File: src/design/bbc_pkg.sv
// Package of the block buffer cache: transaction types, codes, search token
// and entry update command. Used by every module of the block; no dependencies.
`timescale 1ns / 1ps

package bbc_pkg;

  // Default number of buffer entries and width of an entry index at full range
  localparam int NumBuffersDef = 16;
  localparam int BufIdxW       = 8;

  // Pending list geometry
  localparam int StackDepth = 16;
  localparam int StackAw    = $clog2(StackDepth);
  localparam int CountW     = StackAw + 1;

  // Reference count limit
  localparam logic [7:0] RefMax = 8'hFF;

  // Operation codes
  localparam logic [2:0] OpAcquire  = 3'd0;
  localparam logic [2:0] OpRelease  = 3'd1;
  localparam logic [2:0] OpWrite    = 3'd2;
  localparam logic [2:0] OpPop      = 3'd3;
  localparam logic [2:0] OpComplete = 3'd4;

  // Status codes
  localparam logic [2:0] StatOk      = 3'd0;
  localparam logic [2:0] StatNoFree  = 3'd1;
  localparam logic [2:0] StatBadRel  = 3'd2;
  localparam logic [2:0] StatEmpty   = 3'd3;
  localparam logic [2:0] StatFull    = 3'd4;

  typedef struct packed {
    logic [2:0]  operation;
    logic [7:0]  device_id;
    logic [31:0] block_number;
    logic [3:0]  slot;
  } in_t;

  typedef struct packed {
    logic [2:0] status;
    logic [3:0] slot_out;
    logic       was_hit;
    logic       read_queued;
    logic       start_device;
    logic       popped_dirty;
  } out_t;

  typedef struct packed {
    logic [7:0]  device_id;
    logic [31:0] block_number;
  } tag_t;

  // Search token handed from cell to cell
  typedef struct packed {
    logic               valid;
    logic [3:0]         probe;
    logic               hit;
    logic [BufIdxW-1:0] hit_idx;
    logic               hit_valid;
    logic               free;
    logic [BufIdxW-1:0] free_idx;
    logic               probe_cnt_zero;
    logic               probe_dirty;
  } tok_t;

  typedef enum logic [2:0] {
    UpdNone,
    UpdInc,
    UpdClaim,
    UpdDec,
    UpdDirty,
    UpdComplete
  } upd_e;

  // Entry update broadcast to all cells
  typedef struct packed {
    upd_e               kind;
    logic [BufIdxW-1:0] idx;
    tag_t               tag;
  } upd_t;

  typedef enum logic [1:0] {
    StIdle,
    StLaunch,
    StScan,
    StDone
  } state_e;

endpackage

File: src/design/bbc_cell.sv
// One buffer entry of the block buffer cache: tag, reference count and marks,
// plus one stage of the search token chain. Depends on bbc_pkg.
`timescale 1ns / 1ps

module bbc_cell import bbc_pkg::*; #(
  parameter int Index = 0
) (
  input  logic clk_i,
  input  logic rst_ni,
  input  tag_t key_i,
  input  tok_t tok_i,
  output tok_t tok_o,
  input  upd_t upd_i
);

  localparam logic [BufIdxW-1:0] CellIdx = BufIdxW'(Index);

  tag_t       tag_q, tag_d;
  logic [7:0] cnt_q, cnt_d;
  logic       valid_q, valid_d;
  logic       dirty_q, dirty_d;
  tok_t       tok_q, tok_d;

  // Fold this entry into the passing token
  always_comb begin
    tok_d = tok_i;
    if (!tok_i.hit && tag_q == key_i) begin
      tok_d.hit       = 1'b1;
      tok_d.hit_idx   = CellIdx;
      tok_d.hit_valid = valid_q;
    end
    if (!tok_i.free && cnt_q == 8'd0) begin
      tok_d.free     = 1'b1;
      tok_d.free_idx = CellIdx;
    end
    if (BufIdxW'(tok_i.probe) == CellIdx) begin
      tok_d.probe_cnt_zero = (cnt_q == 8'd0);
      tok_d.probe_dirty    = dirty_q;
    end
  end

  // Apply a broadcast update addressed to this entry
  always_comb begin
    tag_d   = tag_q;
    cnt_d   = cnt_q;
    valid_d = valid_q;
    dirty_d = dirty_q;
    if (upd_i.idx == CellIdx) begin
      case (upd_i.kind)
        UpdInc: begin
          if (cnt_q != RefMax) cnt_d = cnt_q + 8'd1;
        end
        UpdClaim: begin
          tag_d   = upd_i.tag;
          cnt_d   = 8'd1;
          valid_d = 1'b0;
          dirty_d = 1'b0;
        end
        UpdDec: begin
          cnt_d = cnt_q - 8'd1;
          if (cnt_q == 8'd1) begin
            valid_d = 1'b0;
            dirty_d = 1'b0;
          end
        end
        UpdDirty: begin
          dirty_d = 1'b1;
        end
        UpdComplete: begin
          valid_d = 1'b1;
          dirty_d = 1'b0;
        end
        default: ;
      endcase
    end
  end

  always_ff @(posedge clk_i or negedge rst_ni) begin
    if (!rst_ni) begin
      tag_q   <= '0;
      cnt_q   <= '0;
      valid_q <= 1'b0;
      dirty_q <= 1'b0;
      tok_q   <= '0;
    end else begin
      tag_q   <= tag_d;
      cnt_q   <= cnt_d;
      valid_q <= valid_d;
      dirty_q <= dirty_d;
      tok_q   <= tok_d;
    end
  end

  assign tok_o = tok_q;

endmodule

File: src/design/bbc_stack.sv
// Pending I/O list of the block buffer cache: a LIFO of entry numbers held in
// a small memory with a fill count and a registered read. Depends on bbc_pkg.
`timescale 1ns / 1ps

module bbc_stack import bbc_pkg::*; (
  input  logic              clk_i,
  input  logic              rst_ni,
  input  logic              push_i,
  input  logic [3:0]        push_data_i,
  input  logic              pop_i,
  output logic [CountW-1:0] count_o,
  output logic              full_o,
  output logic [3:0]        rd_data_o
);

  logic [3:0]        mem [StackDepth];
  logic [CountW-1:0] count_q, count_d;
  logic [CountW-1:0] count_m1;
  logic [3:0]        rd_q;

  assign count_m1 = count_q - CountW'(1);
  assign full_o   = (count_q == CountW'(StackDepth));

  // Advance the fill count
  always_comb begin
    count_d = count_q;
    if (push_i && !full_o) begin
      count_d = count_q + CountW'(1);
    end else if (pop_i && count_q != '0) begin
      count_d = count_m1;
    end
  end

  always_ff @(posedge clk_i or negedge rst_ni) begin
    if (!rst_ni) begin
      count_q <= '0;
    end else begin
      count_q <= count_d;
    end
  end

  // Write on push, read the top entry on pop
  always_ff @(posedge clk_i) begin
    if (push_i && !full_o) begin
      mem[count_q[StackAw-1:0]] <= push_data_i;
    end
    if (pop_i && count_q != '0) begin
      rd_q <= mem[count_m1[StackAw-1:0]];
    end
  end

  assign count_o   = count_q;
  assign rd_data_o = rd_q;

endmodule

File: src/design/block_buffer_cache_with_io_stack_unit.sv
// Block buffer cache with pending I/O list. One transaction at a time: the
// search token is launched into the row of entry cells and moves one cell per
// cycle, and the result then passes through the result register and the
// output register.
// in_stall_o is high from acceptance until the result is loaded into the
// output register; a result left waiting there does not hold off the next
// transaction. There is no clearing pass after reset. Depends on bbc_pkg,
// bbc_cell and bbc_stack.
`timescale 1ns / 1ps

module block_buffer_cache_with_io_stack_unit import bbc_pkg::*; #(
  parameter int NumBuffers = NumBuffersDef
) (
  input  logic clk_i,
  input  logic rst_ni,
  input  logic in_valid_i,
  output logic in_stall_o,
  input  in_t  in_data_i,
  output logic out_valid_o,
  input  logic out_stall_i,
  output out_t out_data_o
);

  state_e state_q, state_d;
  in_t    item_q;
  logic   pop_empty_q;
  out_t   res_q, res_d;
  out_t   out_q;
  logic   out_valid_q;

  logic   accept;
  logic   exec;
  logic   load;
  logic   slot_ok;

  tok_t   chain [NumBuffers+1];
  tok_t   launch_tok;
  upd_t   upd;
  tag_t   key;

  logic              push;
  logic [3:0]        push_data;
  logic              pop;
  logic [CountW-1:0] st_count;
  logic              st_full;
  logic [3:0]        st_rd;

  assign accept  = in_valid_i && (state_q == StIdle);
  assign slot_ok = {28'd0, item_q.slot} < 32'(NumBuffers);
  assign key     = '{device_id: item_q.device_id, block_number: item_q.block_number};
  assign exec    = (state_q == StScan) && chain[NumBuffers].valid;
  assign load    = (state_q == StDone) && (!out_valid_q || !out_stall_i);
  assign pop     = accept && in_data_i.operation == OpPop && st_count != '0;

  // Next state
  always_comb begin
    state_d = state_q;
    case (state_q)
      StIdle:   if (accept) state_d = StLaunch;
      StLaunch: state_d = StScan;
      StScan:   if (exec) state_d = StDone;
      StDone:   if (load) state_d = StIdle;
      default:  state_d = StIdle;
    endcase
  end

  // Launch the search token; a pop probes the entry just read from the list
  always_comb begin
    launch_tok       = '0;
    launch_tok.valid = (state_q == StLaunch);
    launch_tok.probe = (item_q.operation == OpPop) ? st_rd : item_q.slot;
  end

  assign chain[0] = launch_tok;

  // Decide the update, the push and the result once the token is back
  always_comb begin
    tok_t               t;
    logic [BufIdxW-1:0] tgt;
    logic               tvalid;
    logic               have;
    t         = chain[NumBuffers];
    tgt       = '0;
    tvalid    = 1'b0;
    have      = 1'b0;
    upd       = '{kind: UpdNone, idx: BufIdxW'(item_q.slot), tag: key};
    push      = 1'b0;
    push_data = item_q.slot;
    res_d     = res_q;
    if (exec) begin
      res_d = '0;
      case (item_q.operation)
        OpAcquire: begin
          if (t.hit) begin
            tgt      = t.hit_idx;
            tvalid   = t.hit_valid;
            have     = 1'b1;
            upd.kind = UpdInc;
          end else if (t.free) begin
            tgt      = t.free_idx;
            have     = 1'b1;
            upd.kind = UpdClaim;
          end else begin
            res_d.status = StatNoFree;
          end
          upd.idx = tgt;
          if (have) begin
            res_d.slot_out = 4'(tgt);
            res_d.was_hit  = t.hit;
            if (!tvalid) begin
              push_data = 4'(tgt);
              if (st_full) begin
                res_d.status = StatFull;
              end else begin
                push               = 1'b1;
                res_d.read_queued  = 1'b1;
                res_d.start_device = (st_count == '0);
              end
            end
          end
        end
        OpRelease: begin
          if (!slot_ok || t.probe_cnt_zero) begin
            res_d.status = StatBadRel;
          end else begin
            upd.kind = UpdDec;
          end
        end
        OpWrite: begin
          if (slot_ok) begin
            upd.kind = UpdDirty;
            if (st_full) begin
              res_d.status = StatFull;
            end else begin
              push               = 1'b1;
              res_d.start_device = (st_count == '0);
            end
          end
        end
        OpPop: begin
          if (pop_empty_q) begin
            res_d.status = StatEmpty;
          end else begin
            res_d.slot_out     = st_rd;
            res_d.popped_dirty = t.probe_dirty;
          end
        end
        OpComplete: begin
          if (slot_ok) upd.kind = UpdComplete;
        end
        default: ;
      endcase
    end
  end

  always_ff @(posedge clk_i or negedge rst_ni) begin
    if (!rst_ni) begin
      state_q     <= StIdle;
      out_valid_q <= 1'b0;
    end else begin
      state_q     <= state_d;
      out_valid_q <= load || (out_valid_q && out_stall_i);
    end
  end

  // Hold the transaction, the pending result and the output payload
  always_ff @(posedge clk_i) begin
    if (accept) begin
      item_q      <= in_data_i;
      pop_empty_q <= (st_count == '0);
    end
    res_q <= res_d;
    if (load) out_q <= res_q;
  end

  // Row of entry cells
  for (genvar i = 0; i < NumBuffers; i++) begin : g_cell
    bbc_cell #(
      .Index(i)
    ) u_cell (
      .clk_i (clk_i),
      .rst_ni(rst_ni),
      .key_i (key),
      .tok_i (chain[i]),
      .tok_o (chain[i+1]),
      .upd_i (upd)
    );
  end

  bbc_stack u_stack (
    .clk_i      (clk_i),
    .rst_ni     (rst_ni),
    .push_i     (push),
    .push_data_i(push_data),
    .pop_i      (pop),
    .count_o    (st_count),
    .full_o     (st_full),
    .rd_data_o  (st_rd)
  );

  assign in_stall_o  = (state_q != StIdle);
  assign out_valid_o = out_valid_q;
  assign out_data_o  = out_q;

endmodule

File: config.mk
export PLATFORM = sky130hd
export DESIGN_NAME = block_buffer_cache_with_io_stack_unit
export DESIGN_NICKNAME = d
export VERILOG_FILES = /design/src/design/bbc_pkg.sv /design/src/design/bbc_cell.sv /design/src/design/bbc_stack.sv /design/src/design/block_buffer_cache_with_io_stack_unit.sv
export SDC_FILE = /design/constraint.sdc
export NUM_CORES = 2
export LEC_CHECK = 0
export ABC_AREA = 1
export ABC_CLOCK_PERIOD_IN_PS = 7650
export BUFFER_PORTS_ARGS = -buffer_cell sky130_fd_sc_hd__buf_2
export CAP_MARGIN = 20
export CORE_MARGIN = 2
export CORE_UTILIZATION = 45
export CTS_CLUSTER_DIAMETER = 150
export DETAILED_ROUTE_END_ITERATION = 10
export PLACE_DENSITY = 0.71
export REMOVE_ABC_BUFFERS = 1
export SLEW_MARGIN = 20
export SYNTH_ARGS = -nofsm -noshare
export SYNTH_HDL_FRONTEND = slang
export SYNTH_HIERARCHICAL = 1
export SYNTH_SLANG_ARGS = --single-unit
export TNS_END_PERCENT = 30
File: constraint.sdc
create_clock -name clk_i -period 7.65 [get_ports clk_i]
set_input_delay 1.53 -clock clk_i [delete_from_list [all_inputs] [get_ports clk_i]]
set_output_delay 1.53 -clock clk_i [all_outputs]
set_load 0.05 [all_outputs]
Word level (Yosys, flattened, before mapping)
Memories as Yosys holds them, arrays and structs flattened. A register that Yosys moved wholly into a read port is not among the register bits.
Cells that the tools add are included.
{"block": "totals", "ff_bits": 1290, "ramBits": 64, "inputBits": 51, "output_inout_bits": 13, "elab_cells": 753, "mem_count": 1}
{"memory": "u_stack.mem", "words": 16, "word_bits": 4, "rd": 1, "rd_ports_with_merged_regs": 1, "wr": 1, "line": "bbc_stack.sv:16", "rtl": "logic [3:0] mem [StackDepth];"}
{"block": "op_classes", "n_addsub": 34, "eq_ne": 127, "n_mux": 176, "bitwise_logic": 3, "reduce_logical": 169}
{"operator": "40-bit == test", "n": 16}
{"operator": "8-bit one-hot mux with 3 select lines", "n": 16}
{"operator": "10-bit two-way mux", "n": 17}
{"operator": "8-bit two-way mux", "n": 19}
{"operator": "3-bit AND reduction", "n": 49}
{"operator": "9-bit two-way mux", "n": 16}
{"operator": "8-bit by 1-bit == test with 1-bit output (second input constant)", "n": 17}
{"operator": "8-bit logical NOT", "n": 17}
{"operator": "8-bit by 1-bit adder with 8-bit output (second input constant)", "n": 16}
{"operator": "8-bit inequality test (second input constant)", "n": 16}
{"operator": "8-bit by 1-bit subtractor with 8-bit output (second input constant)", "n": 16}
{"operator": "1-bit one-hot mux with 3 select lines", "n": 32}
{"operator": "8-bit by 4-bit == test with 1-bit output (second input constant)", "n": 8}
{"operator": "2-bit by 1-bit inequality test with 1-bit output (second input constant)", "n": 32}
{"operator": "2-bit two-way mux", "n": 26}
{"operator": "1-bit logical AND", "n": 38}
{"operator": "2-bit AND reduction", "n": 17}
{"operator": "1-bit logical NOT", "n": 33}
{"operator": "4-bit == test (second input constant)", "n": 8}
{"operator": "8-bit by 3-bit == test with 1-bit output (second input constant)", "n": 4}
{"operator": "1-bit two-way mux", "n": 32}
{"operator": "4-bit two-way mux", "n": 6}
{"operator": "3-bit one-hot mux with 4 select lines", "n": 2}
{"operator": "4-bit by 3-bit == test with 1-bit output (second input constant)", "n": 4}
{"operator": "29 further kinds", "n": 52}

Longest topological paths before layout
{"block": "logic_depth", "ltp_word": 10, "depth_mapped": 18, "ltp_nobuf": 17}

Cells and area by module
Netlist, hierarchy kept.
{"module": "bbc_cell at g_cell[13].u_cell ...", "n_inst": 2, "cells_each": 539, "area_each_um2": 4171.5, "seq_area_each_um2": 1901.8}
{"module": "bbc_cell at g_cell[10].u_cell ...", "n_inst": 2, "cells_each": 529, "area_each_um2": 3987.6, "seq_area_each_um2": 1901.8}
{"module": "bbc_cell at g_cell[4].u_cell ...", "n_inst": 2, "cells_each": 425, "area_each_um2": 3812.4, "seq_area_each_um2": 1901.8}
{"module": "bbc_cell at g_cell[5].u_cell ...", "n_inst": 2, "cells_each": 422, "area_each_um2": 3797.4, "seq_area_each_um2": 1901.8}
{"module": "bbc_cell at g_cell[11].u_cell", "n_inst": 1, "cells_each": 501, "area_each_um2": 4250.3, "seq_area_each_um2": 1901.8}
{"module": "bbc_cell at g_cell[1].u_cell", "n_inst": 1, "cells_each": 533, "area_each_um2": 4001.3, "seq_area_each_um2": 1901.8}
{"module": "bbc_cell at g_cell[9].u_cell", "n_inst": 1, "cells_each": 552, "area_each_um2": 4000.1, "seq_area_each_um2": 1901.8}
{"module": "bbc_cell at g_cell[0].u_cell", "n_inst": 1, "cells_each": 444, "area_each_um2": 3918.8, "seq_area_each_um2": 1901.8}
{"module": "bbc_cell at g_cell[2].u_cell", "n_inst": 1, "cells_each": 506, "area_each_um2": 3905.0, "seq_area_each_um2": 1901.8}
{"module": "bbc_cell at g_cell[15].u_cell", "n_inst": 1, "cells_each": 515, "area_each_um2": 3903.7, "seq_area_each_um2": 1901.8}
{"module": "bbc_cell at g_cell[3].u_cell", "n_inst": 1, "cells_each": 432, "area_each_um2": 3839.9, "seq_area_each_um2": 1901.8}
{"module": "bbc_cell at g_cell[7].u_cell", "n_inst": 1, "cells_each": 423, "area_each_um2": 3839.9, "seq_area_each_um2": 1901.8}
{"module": "bbc_stack", "n_inst": 1, "cells_each": 348, "area_each_um2": 3447.1, "seq_area_each_um2": 2167.1}
{"module": "block_buffer_cache_with_io_stack_unit", "n_inst": 1, "cells_each": 217, "area_each_um2": 2909.0, "seq_area_each_um2": 2177.1}

Least setup slack after synthesis
No wires, ideal clock.
{"block": "synth_path", "kind": "register -> register", "from": "reg state_q[0]", "to": "reg g_cell[3].u_cell/tag_q[9] (netlist name)", "setup_time_ps": 127, "arrival_time_ps": 5820, "path_slack_ps": 1703, "stages_incl_launch_ff": 11, "path_buffers": 1, "period_less_slack_ps": 5947, "cell_sequence": "dfrtp_1 -> inv_1 -> ha_1 -> nand2_2 -> a21oi_1 -> inv_1 -> nand2_2 -> nor2_4 -> nand2_4 -> buf_6 -> mux2_4"}
{"item": "start: declaration", "line": "block_buffer_cache_with_io_stack_unit.sv:24", "rtl": "state_e state_q, state_d;"}
{"item": "start signal: assignment", "line": "block_buffer_cache_with_io_stack_unit.sv:158", "rtl": "state_q <= StIdle;"}
{"item": "start signal: assignment", "line": "block_buffer_cache_with_io_stack_unit.sv:161", "rtl": "state_q <= state_d;"}
{"item": "end signal: assignment", "line": "bbc_cell.sv:86", "rtl": "tag_q <= tag_d;"}
{"item": "end: declaration", "line": "bbc_cell.sv:18", "rtl": "tag_t tag_q, tag_d;"}

==> results.md <==
* Largest net degree at the start of global routing at 184
* Slew Viols, Final at 0
* Total negative slack at 0 ns
* CP max-delay cell: inv_2
* Syn Area/Cell at 8.37 µm²
* Commonest non-fill, non-tap cell in the layout: nand2_1
* Met2 GRT Util at 0.333
* Routability cong. at 0.876
* Final Hold Fails at 0
* Post-CTS sizing at 0
* Reg clk slew, reported paths at 0.06 ns
* Crit-path max FO at 42
* Fin nets at 8579
* Io pins at 64
* Chip Height at 397 µm
* Buf/Inv on CP at 4
* Layer with the highest usage: met2
* H-tree depth at 4
* Status: complete, no violations
* Final Setup Violations at 0
* # diodes at 0
* Design Area, Final at 0.0773 mm²
* Measured slew at the worst slew-check pin at 1.21 ns
* GRT Total Usage at 0.198
* Hold_buf cts at 0
* Postcts setup bufs at 0
* Max-slew headroom at 0.187
* FP Rows at 144
* Vias in the first global route at 50300
* Total routed wirelength at 155000 µm
* Clock buffer depth at 3
* Crit path top cell by count: nand2_1
* Final Critical Period at 4.43 ns
* Antenna-violating nets left at 0
* Initial antenna violation count at 0
* CP max stage delay at 0.60 ns
* CTS tree: done
* Most frequent cells in the layout: 2334 x nand2_1, 1312 x inv_1, 1220 x dfrtp_1, 993 x nor2_1, 345 x nand3_1
* Post-Route Skew at 0.0610 ns
* Worst setup path start: state_q[0]
* Worst Setup Start Kind: register
* Critical Path End Type: register
* HPWL after DPL at 99000 µm
* Leak at 0.0395 µW
* Worst VDD drop at 0.000223 V
* Remaining DRCs at 0
* Maximum clock rate at 226 MHz
* Area after DPL at 0.0721 mm²
* Initial drt markers at 3683
* Hold_sp: g_cell[13].u_cell/tok_o[25]
* Core Util, Final at 0.503
* Family with the most delay on the worst path: simple AND/OR/NAND/NOR gates
* Worst Hold Class: reg2reg
* Design Power at 19300 µW
* Port Buf Inserts at 63
* Type of the worst setup path: reg2reg
* CTS root buffer: clkbuf_16
* Syn-to-layout area delta at 11.3%
* Sink count of the clock tree at 1358
* Via density at 4.89
* Die Wd at 397 µm
* Mapped Area at 0.0695 mm²
* DIE AREA at 0.157 mm²
* R2R Path Start: state_q[0]
* Worst-Skew Late Latency at 0.81 ns
* Worst EP arrival at 5.10 ns
* Wire per inst at 14.6 µm
* # fillers at 13800
* Global-route wire length before repair at 255000 µm
* R2R Setup Slk at 3.22 ns
* RSZ-0062 raised after global routing: false
* CTS buffer count at 149
* Grt total ovfl at 0
* Initial core utilization at 0.452
* Final worst path period share at 0.579
* Via Count at 52000
* Met3 usage at 0.0258
* Met1 GRT Util at 0.263
* Worst path required time at 8.32 ns
* Layout cells sized above 1 at 0.113
* Post-Syn Instances at 8297
* Drt pass-1 iters at 8
* Max Cap Viol at 0
* Yosys Warn Count at 6
* CP Cell Sequence: inv_1 > ha_1 > nand2_2 > inv_2 > nand3_4 > nand2_1 > nand2_1 > nor4_1 > nand2_1 > inv_2 > nand2_1 > buf_4 > nand2_1 > nand2_1
* Pwr per Cell Area at 249 mW/mm²
* Core Footprint at 0.154 mm²
state kept, by name (all words and copies together) (netlist names):
name,flops
out_data_o,11
g_cell.u_cell/valid_q,16
res_q,11
item_q,47
g_cell.u_cell/cnt_q,128
g_cell.u_cell/dirty_q,16
u_stack/count_o,5
u_stack/rd_data_o,4
state_q,2
pop_empty_q,1
g_cell.u_cell/tok_o,412
g_cell.u_cell/tag_q,640
out_valid_o,1
u_stack/mem,64
path summary, 6_finish.rpt:
| path | end | depth (start not counted) |
|---|---|---|
| setup reg to reg | g_cell[2].u_cell/tag_q[15] | 14 |
| min in group asynchronous | g_cell[9].u_cell/tag_q[19] | 1 |
| setup / recovery | g_cell[2].u_cell/tag_q[15] | 14 |
| hold reg to reg | g_cell[14].u_cell/tok_o[25] | 0 |
| max in group asynchronous | g_cell[3].u_cell/tag_q[24] | 3 |
| hold / removal | g_cell[14].u_cell/tok_o[25] | 0 |
area by class of cell:
cell class | count | area (µm²) | area share
sequential | 1358 | 34700 | 0.448
inverter | 1369 | 5150 | 0.0666
timing repair buffer | 145 | 1050 | 0.0136
clock buffer | 216 | 4290 | 0.0554
clock inverter | 56 | 931 | 0.0120
tap | 2044 | 2560 | 0.0331
multi-input combinational | 5444 | 28700 | 0.371
metrics by stage:
stage | hold slack (ns) | cells | setup slack (ns)
after floorplan | 0.331 | 8171 | 0.873
after global placement | 0.336 | 10400 | 3.47
after detailed placement | 0.336 | 10400 | 3.35
after CTS | 0.351 | 10600 | 3.28
after global routing | 0.367 | 10600 | 2.76
final | 0.349 | 10600 | 3.22
where the power goes:
part / leakage, µW / internal [µW] / switching (µW) / total (µW)
logic: 0.0195 / 1140 / 2390 / 3530
clock network: 0.00253 / 4340 / 3110 / 7450
registers: 0.0175 / 7950 / 339 / 8290
layer usage:
| metal | share of wire | vias up |
|---|---|---|
| met3 | 0.045 | 273 |
| li1 | - | 26000 |
| met2 | 0.47 | 1124 |
| met5 | 0 | - |
| met4 | 0.031 | 0 |
| met1 | 0.45 | 24600 |
No activity file was read; power rests on OpenSTA's default activity.
